==> config.mk <==
export PLATFORM = sky130hd
export DESIGN_NAME = date_time_field_stepper
export DESIGN_NICKNAME = d
export VERILOG_FILES = /design/src/sv/dtfs_pkg.sv /design/src/sv/date_time_field_stepper.sv
export VERILOG_INCLUDE_DIRS = /design/src /design/src/sv
export SDC_FILE = /design/constraint.sdc
export NUM_CORES = 1
export LEC_CHECK = 0
export ABC_CLOCK_PERIOD_IN_PS = 3600
export BUFFER_PORTS_ARGS = -buffer_cell sky130_fd_sc_hd__buf_2
export CAP_MARGIN = 20
export CORE_MARGIN = 4
export CORE_UTILIZATION = 40
export CTS_BUF_LIST = sky130_fd_sc_hd__clkbuf_16
export DETAILED_ROUTE_END_ITERATION = 16
export GPL_TIMING_DRIVEN = 0
export PLACE_DENSITY_LB_ADDON = 0.05
export SLEW_MARGIN = 25
export SYNTH_ARGS = -nofsm -noshare
export SYNTH_HDL_FRONTEND = slang
export SYNTH_SLANG_ARGS = --single-unit
==> constraint.sdc <==
create_clock -name clk -period 3.6 [get_ports clk]
set_input_delay 0.72 -clock clk [delete_from_list [all_inputs] [get_ports clk]]
set_output_delay 0.72 -clock clk [all_outputs]
set_load 0.005 [all_outputs]
==> src/sv/date_time_field_stepper_assert.svh <==
// assertion macros for the date and time field stepper
// expects clk and arst_n in the scope of the module that uses them
`ifndef DATE_TIME_FIELD_STEPPER_ASSERT_SVH
`define DATE_TIME_FIELD_STEPPER_ASSERT_SVH

`ifndef ASSERT_OFF
`define DTFS_ASSERT(name, prop, msg) \
	name: assert property (@(posedge clk) disable iff (!arst_n) (prop)) else $error(msg);
`define DTFS_ASSERT_IMP(name, ante, cons, msg) \
	name: assert property (@(posedge clk) disable iff (!arst_n) (ante) |-> (cons)) \
		else $error(msg);
`define DTFS_ASSERT_NEXT(name, ante, cons, msg) \
	name: assert property (@(posedge clk) disable iff (!arst_n) (ante) |=> (cons)) \
		else $error(msg);
`else
`define DTFS_ASSERT(name, prop, msg)
`define DTFS_ASSERT_IMP(name, ante, cons, msg)
`define DTFS_ASSERT_NEXT(name, ante, cons, msg)
`endif

`endif

==> src/sv/dtfs_pkg.sv <==
// types, codes and calendar helpers for the date and time field stepper
// no dependencies
package dtfs_pkg;

	typedef enum logic [1:0] {
		OP_LOAD = 2'd0,
		OP_INC  = 2'd1,
		OP_DEC  = 2'd2,
		OP_NOP  = 2'd3
	} op_t;

	typedef enum logic [2:0] {
		FS_YEAR   = 3'd0,
		FS_MONTH  = 3'd1,
		FS_DAY    = 3'd2,
		FS_HOUR   = 3'd3,
		FS_MINUTE = 3'd4,
		FS_SECOND = 3'd5,
		FS_AMPM   = 3'd6,
		FS_NONE   = 3'd7
	} field_sel_t;

	// dirty mask bit positions, same numbering as the field select codes
	localparam int BIT_YEAR   = 0;
	localparam int BIT_MONTH  = 1;
	localparam int BIT_DAY    = 2;
	localparam int BIT_HOUR   = 3;
	localparam int BIT_MINUTE = 4;
	localparam int BIT_SECOND = 5;
	localparam int BIT_AMPM   = 6;
	localparam int NUM_FIELDS = 7;

	localparam logic [11:0] YEAR_BASE = 12'd2000;
	localparam logic [11:0] YEAR_LAST = 12'd2099;
	localparam logic [6:0]  YOFF_MAX  = 7'd99;
	localparam logic [3:0]  MONTH_MAX = 4'd12;
	localparam logic [4:0]  HOUR_MAX  = 5'd23;
	localparam logic [4:0]  HALF_DAY  = 5'd12;
	localparam logic [5:0]  MS_MAX    = 6'd59;
	localparam logic [4:0]  FEB_DAYS  = 5'd28;

	typedef struct packed {
		logic [5:0] second;
		logic [5:0] minute;
		logic [4:0] hour;
		logic [4:0] day;
		logic [3:0] month;
		logic [6:0] yoff;
	} fields_t;

	typedef struct packed {
		logic [5:0]  second;
		logic [5:0]  minute;
		logic [4:0]  hour;
		logic [4:0]  day;
		logic [3:0]  month;
		logic [11:0] year;
	} load_t;

	// every fourth year is a leap year, which holds for 2000..2099
	function automatic logic [4:0] month_days(logic [3:0] month, logic [6:0] yoff);
		logic [4:0] d;
		if (month == 4'd2)
			d = (yoff[1:0] == 2'b00) ? FEB_DAYS + 5'd1 : FEB_DAYS;
		else if (month == 4'd4 || month == 4'd6 || month == 4'd9 || month == 4'd11)
			d = 5'd30;
		else
			d = 5'd31;
		return d;
	endfunction

endpackage

==> src/sv/date_time_field_stepper.sv <==
// date and time field stepper, top level and only module
// depends on dtfs_pkg and date_time_field_stepper_assert.svh
//
// Holds a date and time for the years 2000 to 2099 and takes one command
// transaction per clock while s_tready is high: a load that writes all
// fields (each saturated into its range, the day clamped to the month) or a
// one-step increment or decrement of the field named in tuser, each field
// wrapping in its own range. Year and month changes clamp the day to the
// new month's length; February has 29 days in every year divisible by four.
// The am/pm field moves the hour by twelve. Every command gives exactly one
// result transaction carrying all fields, the 12-hour display hour, the pm
// flag and a mask of the fields that changed; for loads the mask compares
// against the previous load (the first load after reset flags every field).
// Throughput is one transaction per clock while m_tready is high. The
// command is captured in an input register, the next state and the result
// are formed by a single shallow stage of compare/add/select logic and land
// together in the state and output registers. s_tready drops only when both
// the input and output registers hold data and m_tready is low.
module date_time_field_stepper
	import dtfs_pkg::*;
(
	input  logic        clk,
	input  logic        arst_n,
	input  logic        s_tvalid,
	output logic        s_tready,
	// load_year[11:0], load_month[15:12], load_day[20:16], load_hour[25:21],
	// load_minute[31:26], load_second[37:32], zero pad[39:38]
	input  logic [39:0] s_tdata,
	// opcode[1:0], field_select[4:2]
	input  logic [4:0]  s_tuser,
	output logic        m_tvalid,
	input  logic        m_tready,
	// year_out[11:0], month_out[15:12], day_out[20:16], hour_out[25:21],
	// minute_out[31:26], second_out[37:32], display_hour[41:38], is_pm[42],
	// dirty_mask[49:43], changed[50], zero pad[55:51]
	output logic [55:0] m_tdata
);

	`include "date_time_field_stepper_assert.svh"

	// input register
	logic       vld_s1;
	op_t        op_s1;
	field_sel_t sel_s1;
	load_t      ld_s1;

	// current state
	fields_t    cur_q;
	fields_t    prev_q;
	logic       loaded_q;

	// output register
	logic        out_vld_q;
	logic [55:0] out_data_q;

	logic out_free;
	logic advance;

	assign out_free = !out_vld_q || m_tready;
	assign advance  = vld_s1 && out_free;
	assign s_tready = !vld_s1 || out_free;

	always_ff @(posedge clk or negedge arst_n) begin
		if (!arst_n) begin
			vld_s1 <= 1'b0;
		end else if (s_tready) begin
			vld_s1 <= s_tvalid;
		end
	end

	always_ff @(posedge clk) begin
		if (s_tvalid && s_tready) begin
			op_s1  <= op_t'(s_tuser[1:0]);
			sel_s1 <= field_sel_t'(s_tuser[4:2]);
			ld_s1  <= load_t'(s_tdata[37:0]);
		end
	end

	// saturate the load values into range
	logic [11:0] ly_diff;
	fields_t     ld_sat;
	logic [4:0]  ld_dim;

	assign ly_diff = ld_s1.year - YEAR_BASE;

	always_comb begin
		if (ld_s1.year < YEAR_BASE)
			ld_sat.yoff = 7'd0;
		else if (ld_s1.year > YEAR_LAST)
			ld_sat.yoff = YOFF_MAX;
		else
			ld_sat.yoff = ly_diff[6:0];
		if (ld_s1.month == 4'd0)
			ld_sat.month = 4'd1;
		else if (ld_s1.month > MONTH_MAX)
			ld_sat.month = MONTH_MAX;
		else
			ld_sat.month = ld_s1.month;
		ld_dim = month_days(ld_sat.month, ld_sat.yoff);
		if (ld_s1.day == 5'd0)
			ld_sat.day = 5'd1;
		else if (ld_s1.day > ld_dim)
			ld_sat.day = ld_dim;
		else
			ld_sat.day = ld_s1.day;
		ld_sat.hour   = (ld_s1.hour > HOUR_MAX) ? HOUR_MAX : ld_s1.hour;
		ld_sat.minute = (ld_s1.minute > MS_MAX) ? MS_MAX : ld_s1.minute;
		ld_sat.second = (ld_s1.second > MS_MAX) ? MS_MAX : ld_s1.second;
	end

	// next state and dirty mask
	fields_t               nxt;
	logic [NUM_FIELDS-1:0] mask;
	logic                  up;
	logic [4:0]            dim_cur;
	logic [4:0]            dim_new;
	logic                  cur_pm;

	assign up      = (op_s1 == OP_INC);
	assign dim_cur = month_days(cur_q.month, cur_q.yoff);
	assign cur_pm  = (cur_q.hour >= HALF_DAY);

	always_comb begin
		nxt     = cur_q;
		mask    = '0;
		dim_new = dim_cur;
		unique case (op_s1)
			OP_LOAD: begin
				nxt = ld_sat;
				if (!loaded_q) begin
					mask = '1;
				end else begin
					mask[BIT_YEAR]   = (prev_q.yoff != ld_sat.yoff);
					mask[BIT_MONTH]  = (prev_q.month != ld_sat.month);
					mask[BIT_DAY]    = (prev_q.day != ld_sat.day);
					mask[BIT_HOUR]   = (prev_q.hour != ld_sat.hour);
					mask[BIT_AMPM]   = (prev_q.hour != ld_sat.hour) &&
						((prev_q.hour >= HALF_DAY) != (ld_sat.hour >= HALF_DAY));
					mask[BIT_MINUTE] = (prev_q.minute != ld_sat.minute);
					mask[BIT_SECOND] = (prev_q.second != ld_sat.second);
				end
			end
			OP_INC, OP_DEC: begin
				unique case (sel_s1)
					FS_YEAR: begin
						if (up)
							nxt.yoff = (cur_q.yoff >= YOFF_MAX) ? 7'd0 : cur_q.yoff + 7'd1;
						else
							nxt.yoff = (cur_q.yoff == 7'd0) ? YOFF_MAX : cur_q.yoff - 7'd1;
						mask[BIT_YEAR] = 1'b1;
						dim_new = month_days(cur_q.month, nxt.yoff);
						if (cur_q.day > dim_new) begin
							nxt.day       = dim_new;
							mask[BIT_DAY] = 1'b1;
						end
					end
					FS_MONTH: begin
						if (up)
							nxt.month = (cur_q.month >= MONTH_MAX) ? 4'd1 : cur_q.month + 4'd1;
						else
							nxt.month = (cur_q.month <= 4'd1) ? MONTH_MAX : cur_q.month - 4'd1;
						mask[BIT_MONTH] = 1'b1;
						dim_new = month_days(nxt.month, cur_q.yoff);
						if (cur_q.day > dim_new) begin
							nxt.day       = dim_new;
							mask[BIT_DAY] = 1'b1;
						end
					end
					FS_DAY: begin
						if (up)
							nxt.day = (cur_q.day >= dim_cur) ? 5'd1 : cur_q.day + 5'd1;
						else
							nxt.day = (cur_q.day <= 5'd1) ? dim_cur : cur_q.day - 5'd1;
						mask[BIT_DAY] = 1'b1;
					end
					FS_HOUR: begin
						if (up)
							nxt.hour = (cur_q.hour >= HOUR_MAX) ? 5'd0 : cur_q.hour + 5'd1;
						else
							nxt.hour = (cur_q.hour == 5'd0) ? HOUR_MAX : cur_q.hour - 5'd1;
						mask[BIT_HOUR] = 1'b1;
						mask[BIT_AMPM] = (cur_pm != (nxt.hour >= HALF_DAY));
					end
					FS_MINUTE: begin
						if (up)
							nxt.minute = (cur_q.minute >= MS_MAX) ? 6'd0 : cur_q.minute + 6'd1;
						else
							nxt.minute = (cur_q.minute == 6'd0) ? MS_MAX : cur_q.minute - 6'd1;
						mask[BIT_MINUTE] = 1'b1;
					end
					FS_SECOND: begin
						if (up)
							nxt.second = (cur_q.second >= MS_MAX) ? 6'd0 : cur_q.second + 6'd1;
						else
							nxt.second = (cur_q.second == 6'd0) ? MS_MAX : cur_q.second - 6'd1;
						mask[BIT_SECOND] = 1'b1;
					end
					FS_AMPM: begin
						// flip half of the day, no other field touched
						nxt.hour       = cur_pm ? cur_q.hour - HALF_DAY : cur_q.hour + HALF_DAY;
						mask[BIT_AMPM] = 1'b1;
					end
					FS_NONE: begin
					end
					default: begin
					end
				endcase
			end
			OP_NOP: begin
			end
			default: begin
			end
		endcase
	end

	// result formatting
	logic [3:0]  disp_hour;
	logic        nxt_pm;
	logic [11:0] year_full;

	assign nxt_pm    = (nxt.hour >= HALF_DAY);
	assign year_full = {5'd0, nxt.yoff} + YEAR_BASE;

	always_comb begin
		if (nxt.hour > HALF_DAY)
			disp_hour = 4'(nxt.hour - HALF_DAY);
		else if (nxt.hour == 5'd0)
			disp_hour = 4'd12;
		else
			disp_hour = nxt.hour[3:0];
	end

	// state registers move together with the result register
	always_ff @(posedge clk or negedge arst_n) begin
		if (!arst_n) begin
			cur_q.yoff   <= 7'd0;
			cur_q.month  <= 4'd1;
			cur_q.day    <= 5'd1;
			cur_q.hour   <= 5'd0;
			cur_q.minute <= 6'd0;
			cur_q.second <= 6'd0;
			loaded_q     <= 1'b0;
			out_vld_q    <= 1'b0;
		end else begin
			if (advance) begin
				cur_q <= nxt;
				if (op_s1 == OP_LOAD)
					loaded_q <= 1'b1;
			end
			if (out_free)
				out_vld_q <= vld_s1;
		end
	end

	// payload registers, no reset
	always_ff @(posedge clk) begin
		if (advance) begin
			if (op_s1 == OP_LOAD)
				prev_q <= ld_sat;
			out_data_q <= {5'd0, (mask != '0), mask, nxt_pm, disp_hour,
				nxt.second, nxt.minute, nxt.hour, nxt.day, nxt.month, year_full};
		end
	end

	assign m_tvalid = out_vld_q;
	assign m_tdata  = out_data_q;

	`DTFS_ASSERT(a_month_range, cur_q.month >= 4'd1 && cur_q.month <= MONTH_MAX, "month out of range")
	`DTFS_ASSERT(a_day_range, cur_q.day >= 5'd1 && cur_q.day <= dim_cur, "day beyond month length")
	`DTFS_ASSERT(a_time_range, cur_q.yoff <= YOFF_MAX && cur_q.hour <= HOUR_MAX && cur_q.minute <= MS_MAX && cur_q.second <= MS_MAX, "time field out of range")
	`DTFS_ASSERT_IMP(a_changed_flag, out_vld_q, out_data_q[50] == (out_data_q[49:43] != 7'd0), "changed flag disagrees with mask")
	`DTFS_ASSERT_NEXT(a_state_holds_on_stall, out_vld_q && !m_tready, cur_q == $past(cur_q), "state moved while result stalled")

endmodule

# Yosys cells after proc, flatten, opt, wreduce, memory -nomap -nowiden
# Cells that the tools add are included.
[classes]
muxes = 70
reduce_logical = 31
div = 0
n_shift = 0
n_mul = 0
bitwise_logic = 0
addsub = 17
order_cmp = 23
eq_ne = 31
[ops]
columns = ["op", "count"]
rows = [
  ["2-to-1 mux 5 bit", 18],
  ["one-hot mux 33 bit (2 select lines)", 1],
  ["2-to-1 mux 7 bit", 9],
  ["2-to-1 mux 6 bit", 10],
  ["2-to-1 mux 4 bit", 10],
  ["greater-or-equal comparator 5 x 4 -> 1 bit (second input constant)", 5],
  ["equality test 4 x 3 -> 1 bit (second input constant)", 6],
  ["equality test 4 bit (second input constant)", 6],
  ["greater-than comparator 5 bit", 3],
  ["zero test 5 bit", 3],
  ["one-hot mux 5 bit (3 select lines)", 1],
  ["one-hot mux 7 bit (2 select lines)", 1],
  ["2-to-1 mux 1 bit", 13],
  ["adder 6 x 1 -> 6 bit (second input constant)", 2],
  ["adder 7 x 11 -> 12 bit (second input constant)", 1],
  ["equality test 4 x 2 -> 1 bit (second input constant)", 3],
  ["greater-or-equal comparator 6 bit (second input constant)", 2],
  ["greater-than comparator 12 bit (second input constant)", 1],
  ["greater-than comparator 6 bit (second input constant)", 2],
  ["zero test 6 bit", 2],
  ["less-than comparator 12 x 11 -> 1 bit (second input constant)", 1],
  ["!= test 6 bit", 2],
  ["subtractor 6 x 1 -> 6 bit (second input constant)", 2],
  ["logical OR 1 bit", 11],
  ["other kinds (41)", 57],
]
[totals]
mem_bits_rw = 0
latchBits = 0
out_inout_bits = 58
reg_bits = 163
in_bits = 49
rom_bits = 0
memories = 0

# Longest topological paths before layout
[depth]
depth_word = 20
mapped_depth = 17

# Worst setup path before layout
# No wires, ideal clock.
[synth_timing]
kind = "flip-flop to flip-flop"
from = "register op_s1[0]"
to = "register out_data_q[16], in the netlist m_tdata[16] (data pin)"
required_time_ns = 3.324
path_stages_with_launch = 13
n_path_buf = 1
path_slack_ns = -0.113
t_arrival_ns = 3.436
cell_sequence = "edfxtp_1 ha_1 clkbuf_1 or4b_2 a21oi_1 a311oi_1 nor4bb_1 ha_1 a221oi_1 o21ai_0 a2111oi_0 a31o_2 a22oi_1"
[synth_lines]
columns = ["item", "line_no", "source"]
rows = [
  ["from (decl)", "date_time_field_stepper.sv:43", "op_t op_s1;"],
  ["from (signal assigned)", "date_time_field_stepper.sv:73", "op_s1 <= op_t'(s_tuser[1:0]);"],
  ["to (signal assigned)", "date_time_field_stepper.sv:260", "out_data_q <= {5'd0, (mask != '0), mask, nxt_pm, disp_hour,"],
  ["to (decl)", "date_time_field_stepper.sv:54", "logic [55:0] out_data_q;"],
]

# Worst setup path after layout
[layout_timing]
from = "register cur_q[7] in the netlist's numbering"
to = "register out_data_q[50], in the netlist m_tdata[50] (data pin)"
[layout_via]
elab_chain_cells = 18
elab_cells_between_ends = 40
classes_between = "add/sub: 2; order compare: 4; eq/ne: 10; mux: 17; reduce/logical: 7"
[layout_lines]
columns = ["item", "line_no", "source"]
rows = [
  ["from (decl)", "date_time_field_stepper.sv:48", "fields_t cur_q;"],
  ["from (signal assigned)", "date_time_field_stepper.sv:246", "cur_q <= nxt;"],
  ["subtractor 4 x 1 -> 4 bit, or another cell as far along", "date_time_field_stepper.sv:161", "nxt.month = (cur_q.month <= 4'd1) ? MONTH_MAX : cur_q.month - 4'd1;"],
  ["2-to-1 mux 4 bit (on tied branches)", "date_time_field_stepper.sv:161, date_time_field_stepper.sv:159", ""],
  ["2-to-1 mux 4 bit", "date_time_field_stepper.sv:158", "if (up)"],
  ["2-to-1 mux 4 bit", "date_time_field_stepper.sv:144", "unique case (sel_s1)"],
  ["2-to-1 mux 4 bit", "date_time_field_stepper.sv:127", "unique case (op_s1)"],
  ["equality test 4 x 3 -> 1 bit", "dtfs_pkg.sv:65", "else if (month == 4'd4 || month == 4'd6 || month == 4'd9 || month == 4'd11)"],
  ["logical OR 1 bit (3 in a row)", "dtfs_pkg.sv:65", ""],
  ["2-to-1 mux 1 bit", "dtfs_pkg.sv:65", ""],
  ["2-to-1 mux 2 bit", "dtfs_pkg.sv:63", "if (month == 4'd2)"],
  ["2-to-1 mux 5 bit", "date_time_field_stepper.sv:144", ""],
  ["2-to-1 mux 5 bit", "date_time_field_stepper.sv:127", ""],
  ["greater-than comparator 5 bit", "date_time_field_stepper.sv:164", "if (cur_q.day > dim_new) begin"],
  ["2-to-1 mux 1 bit", "date_time_field_stepper.sv:164", ""],
  ["one-hot mux 1 bit (3 select lines) *", "date_time_field_stepper.sv:144", ""],
  ["one-hot mux 7 bit (2 select lines) *", "date_time_field_stepper.sv:127", ""],
  ["named net mask[2]", "date_time_field_stepper.sv:113", "logic [NUM_FIELDS-1:0] mask;"],
  ["nonzero test 7 bit *", "date_time_field_stepper.sv:260", ""],
]
# The timed path passes the listed nets; every way through them passes the cells marked *. The select of a mux whose other input is x is not followed.
# A chain may end at the register's enable or synchronous reset.

==> metrics.cfg <==
[sta]
finClkSkew_ns=0.0171
timing_hold_violations_final=0
finalSetupTns_ns=0
hold_ws_ns=0.277
finalCritPeriodShare_pct=98.6
max_freq_mhz=282
slew_headroom_pct=43.4
final-setup-viol-count=0
timing.final.max_slew_violations=0
final_period_demand_of_the_worst_path_ns=3.55
tightestPinTransition_ns=0.848
rsz_0062_raised_after_global_routing=yes

[worst_setup_path]
timing.critical_path.from_type=flop
critical-path-max-stage-delay_ns=0.56
timing.critical_path.max_delay_family=simple AND/OR/NAND/NOR gates
crit_end=m_tdata[50]
cp.depth=15
cp_num_buf_inv=2
worstSetupEndpointType=flop
worstPathArrival_ns=3.74
crit_path_top_delay_cell=dfstp_2
rrSetupSlack_ns=0.05
crit-reg2reg-launch=cur_q[7]
critical_path_peak_fanout=4
timing.critical_path.cells=inv_1 > ha_2 > or2_4 > a211oi_4 > a311oi_4 > nor4bb_4 > ha_4 > nand2b_1 > a221oi_4 > buf_4 > nand2_2 > a311oi_2 > a21oi_1 > o21ai_1 > or4_1
critPathRequiredTime_ns=3.79
ff2ff_path_depth=15
critPathLaunch=cur_q[7]
criticalPathCategory=reg2reg
worstReg2RegEnd=m_tdata[50]

[run]
maxCapViolCount=0

[routing]
post-route-drc-count=0
initial_drt_pass_iterations=6
average_wire_per_cell_in_the_routed_design_um=19.5
initialDrtViolationCount=681
vias=8006
detail-route-antenna-nets=0
vias_per_cell=5.60
drt_wl_total_um=27900

[logic_synthesis]
synthTopCellsByCount=edfxtp_1, nand2_1, nor2_1
postSynthCellCount=955
synth-edff-count=125
synthArstFlopShare_pct=22.4
post_synth_num_cell_types=78
synth.ff_latch_count=161
synth_seq_area_share_pct=48.6
most_frequent_cell_after_synthesis=edfxtp_1
ys_warn_count=0
yosys-top-cells-area=edfxtp_1, dfrtp_1, ha_1, o21ai_0, a21oi_1
syn_area_um2=9570
leading_area_contributor_after_synthesis=edfxtp_1
synth_ff_type=edfxtp_1
synth_top_area_share_pct=39.2
syn-mean-instance-area_um2=10.0

[power_and_ir_drop]
power_density_nw_per_um2=570
power_leakage_nw=4.43
vdd_ir_drop_max_v=0.000221

[cts]
clock_latency_on_the_worst_skew_pair_ns=0.45
cts-root-to-sink-buffers=2
numClockSinks=161
depth_of_the_cts_h_tree=4
cts-buffers-inserted=17
tritoncts=done
path_clk_slew_ns=0.07
post_cts_hold_buffer_count=0
cts.root.buffer_cell=clkbuf_16

[global_routing]
grt_pass1_wl_um=42900
overall_overflow_remaining_after_global_route=0
globalRouteTotalUtil_pct=20.9
grt_pass1_vias=7559
number_of_antenna_violations_at_the_first_check_in_global_routing=0
grt_max_degree=44

[layout]
layout.filler_cells=2235
final-seq-area_um2=4660
finish.net_count=1182
final_layout_size_suffix_gt1_share_pct=21.9
area_delta_synth_final_pct=20.9
antennaDiodeCount=0
multiInputGateArea_um2=4690

[die]
initial_utilization_pct=40.7
chipHeight_um=163
design.die.area_um2=26500
floorplan.core_area_um2=23500
die-width_um=163
placement_rows=56
floorplan.io_pins=107

[hold_path]
min-delay-path-class=in2async

[placement]
port_buffers=99
dp_hpwl_um=19600
place.gp.congestion=0.915

[outcome]
outcome=finished, final reports clean

## report_power, final
group	switching (W)	internal, W
Sequential	0.000188	0.00230
Combinational	0.00130	0.000900
Clock	0.000852	0.00105
Total	0.00234	0.00425
## worst register-to-register path: stages (launching register included)
cell	delay, ns
dfstp_2	0.56
inv_1	0.06
ha_2	0.19
or2_4	0.26
a211oi_4	0.31
a311oi_4	0.08
nor4bb_4	0.40
ha_4	0.27
nand2b_1	0.11
a221oi_4	0.08
buf_4	0.14
nand2_2	0.09
a311oi_2	0.14
a21oi_1	0.13
o21ai_1	0.09
or4_1	0.39
## per-layer routing
| metal | up-vias | GRT usage (%) | share of wire, % |
|---|---|---|---|
| li1 | 3831 | - | - |
| met1 | 3865 | 29.3 | 46 |
| met2 | 271 | 32.8 | 46 |
| met3 | 39 | 4.53 | 5.9 |
| met4 | 0 | 6.18 | 2.1 |
| met5 | - | 0 | 0 |
## metrics by stage
step	power (W)	cells	cell area [µm²]	utilization, %	setup slack, ns
floorplan	0.00390	959	9600	-	0.00689
detailed placement	0.00449	1379	10500	44.8	-0.818
finish	0.00659	1430	11600	49.1	0.0511
global route	0.00699	1430	11600	49.1	-0.118
CTS	0.00655	1423	11400	48.6	0.00324
global placement	0.00449	1377	10500	44.6	-0.966
## cell usage in the layout, fill, tap and decap left out, types with 6 or more instances in the layout
cell type,Yosys,routed
xnor2_1,20,20
nand3_1,20,20
clkbuf_16,0,17
mux2_2,18,18
ha_1,35,29
and2_1,12,11
buf_4,7,28
a221oi_1,14,12
and3_1,6,6
nor4_1,7,7
a31oi_1,14,14
buf_2,2,100
a22oi_1,16,16
a21o_1,6,6
dfrtp_1,34,33
o21ai_0,68,62
clkbuf_2,0,7
xor2_1,16,16
nor3_1,17,17
nand2b_1,23,22
edfxtp_1,125,125
o22ai_1,18,18
a21oi_1,60,58
mux2i_1,10,8
nand4_1,6,6
clkbuf_1,62,52
o211ai_1,9,9
nor2b_1,7,7
nand2_1,74,73
nor2_1,71,70
inv_1,55,56
## cell families after synthesis
logic type	share of synthesized area, %
AOI/OAI and AO/OA	20.1
xor gates and xnor gates	3.29
adders and majority gates	4.57
buffers and inverters	5.48
DFF	48.6
muxes	3.16
other	0.0392
and+or+nand+nor	14.7
## state kept, by name, indices dropped and copies added (netlist names)
| signal | flops |
|---|---|
| loaded_q | 1 |
| cur_q | 33 |
| vld_s1 | 1 |
| sel_s1 | 3 |
| ld_s1 | 38 |
| m_tvalid | 1 |
| op_s1 | 2 |
| m_tdata | 49 |
| prev_q | 33 |
## worst min-delay path by stage
stage | startpoint | end | depth (start not counted)
after floorplan | arst_n | cur_q[0] | 0
after global placement | vld_s1 | m_tvalid | 1
after detailed placement | vld_s1 | m_tvalid | 1
after CTS | s_tdata[34] | ld_s1[34] | 1
after global routing | arst_n | cur_q[30] | 1
final | arst_n | cur_q[30] | 1
## final cells by class
cell class                      count  area share [%]
Multi-Input combinational cell    668            40.5
Sequential cell                   161            40.3
Timing Repair Buffer              121            5.95
Clock buffer                       17            3.68
Tap cell                          319            3.45
Buffer                             72            2.79
Inverter                           57            1.85
Clock inverter                     15            1.51
## repair_timing
item	4_1_cts	5_1_grt
cloned	0	0
endpoints found under the setup margin	17	7
gates resized for setup	40	25
setup buffers	13	7
pin swaps	15	14
No activity file was read; power rests on OpenSTA's default activity.
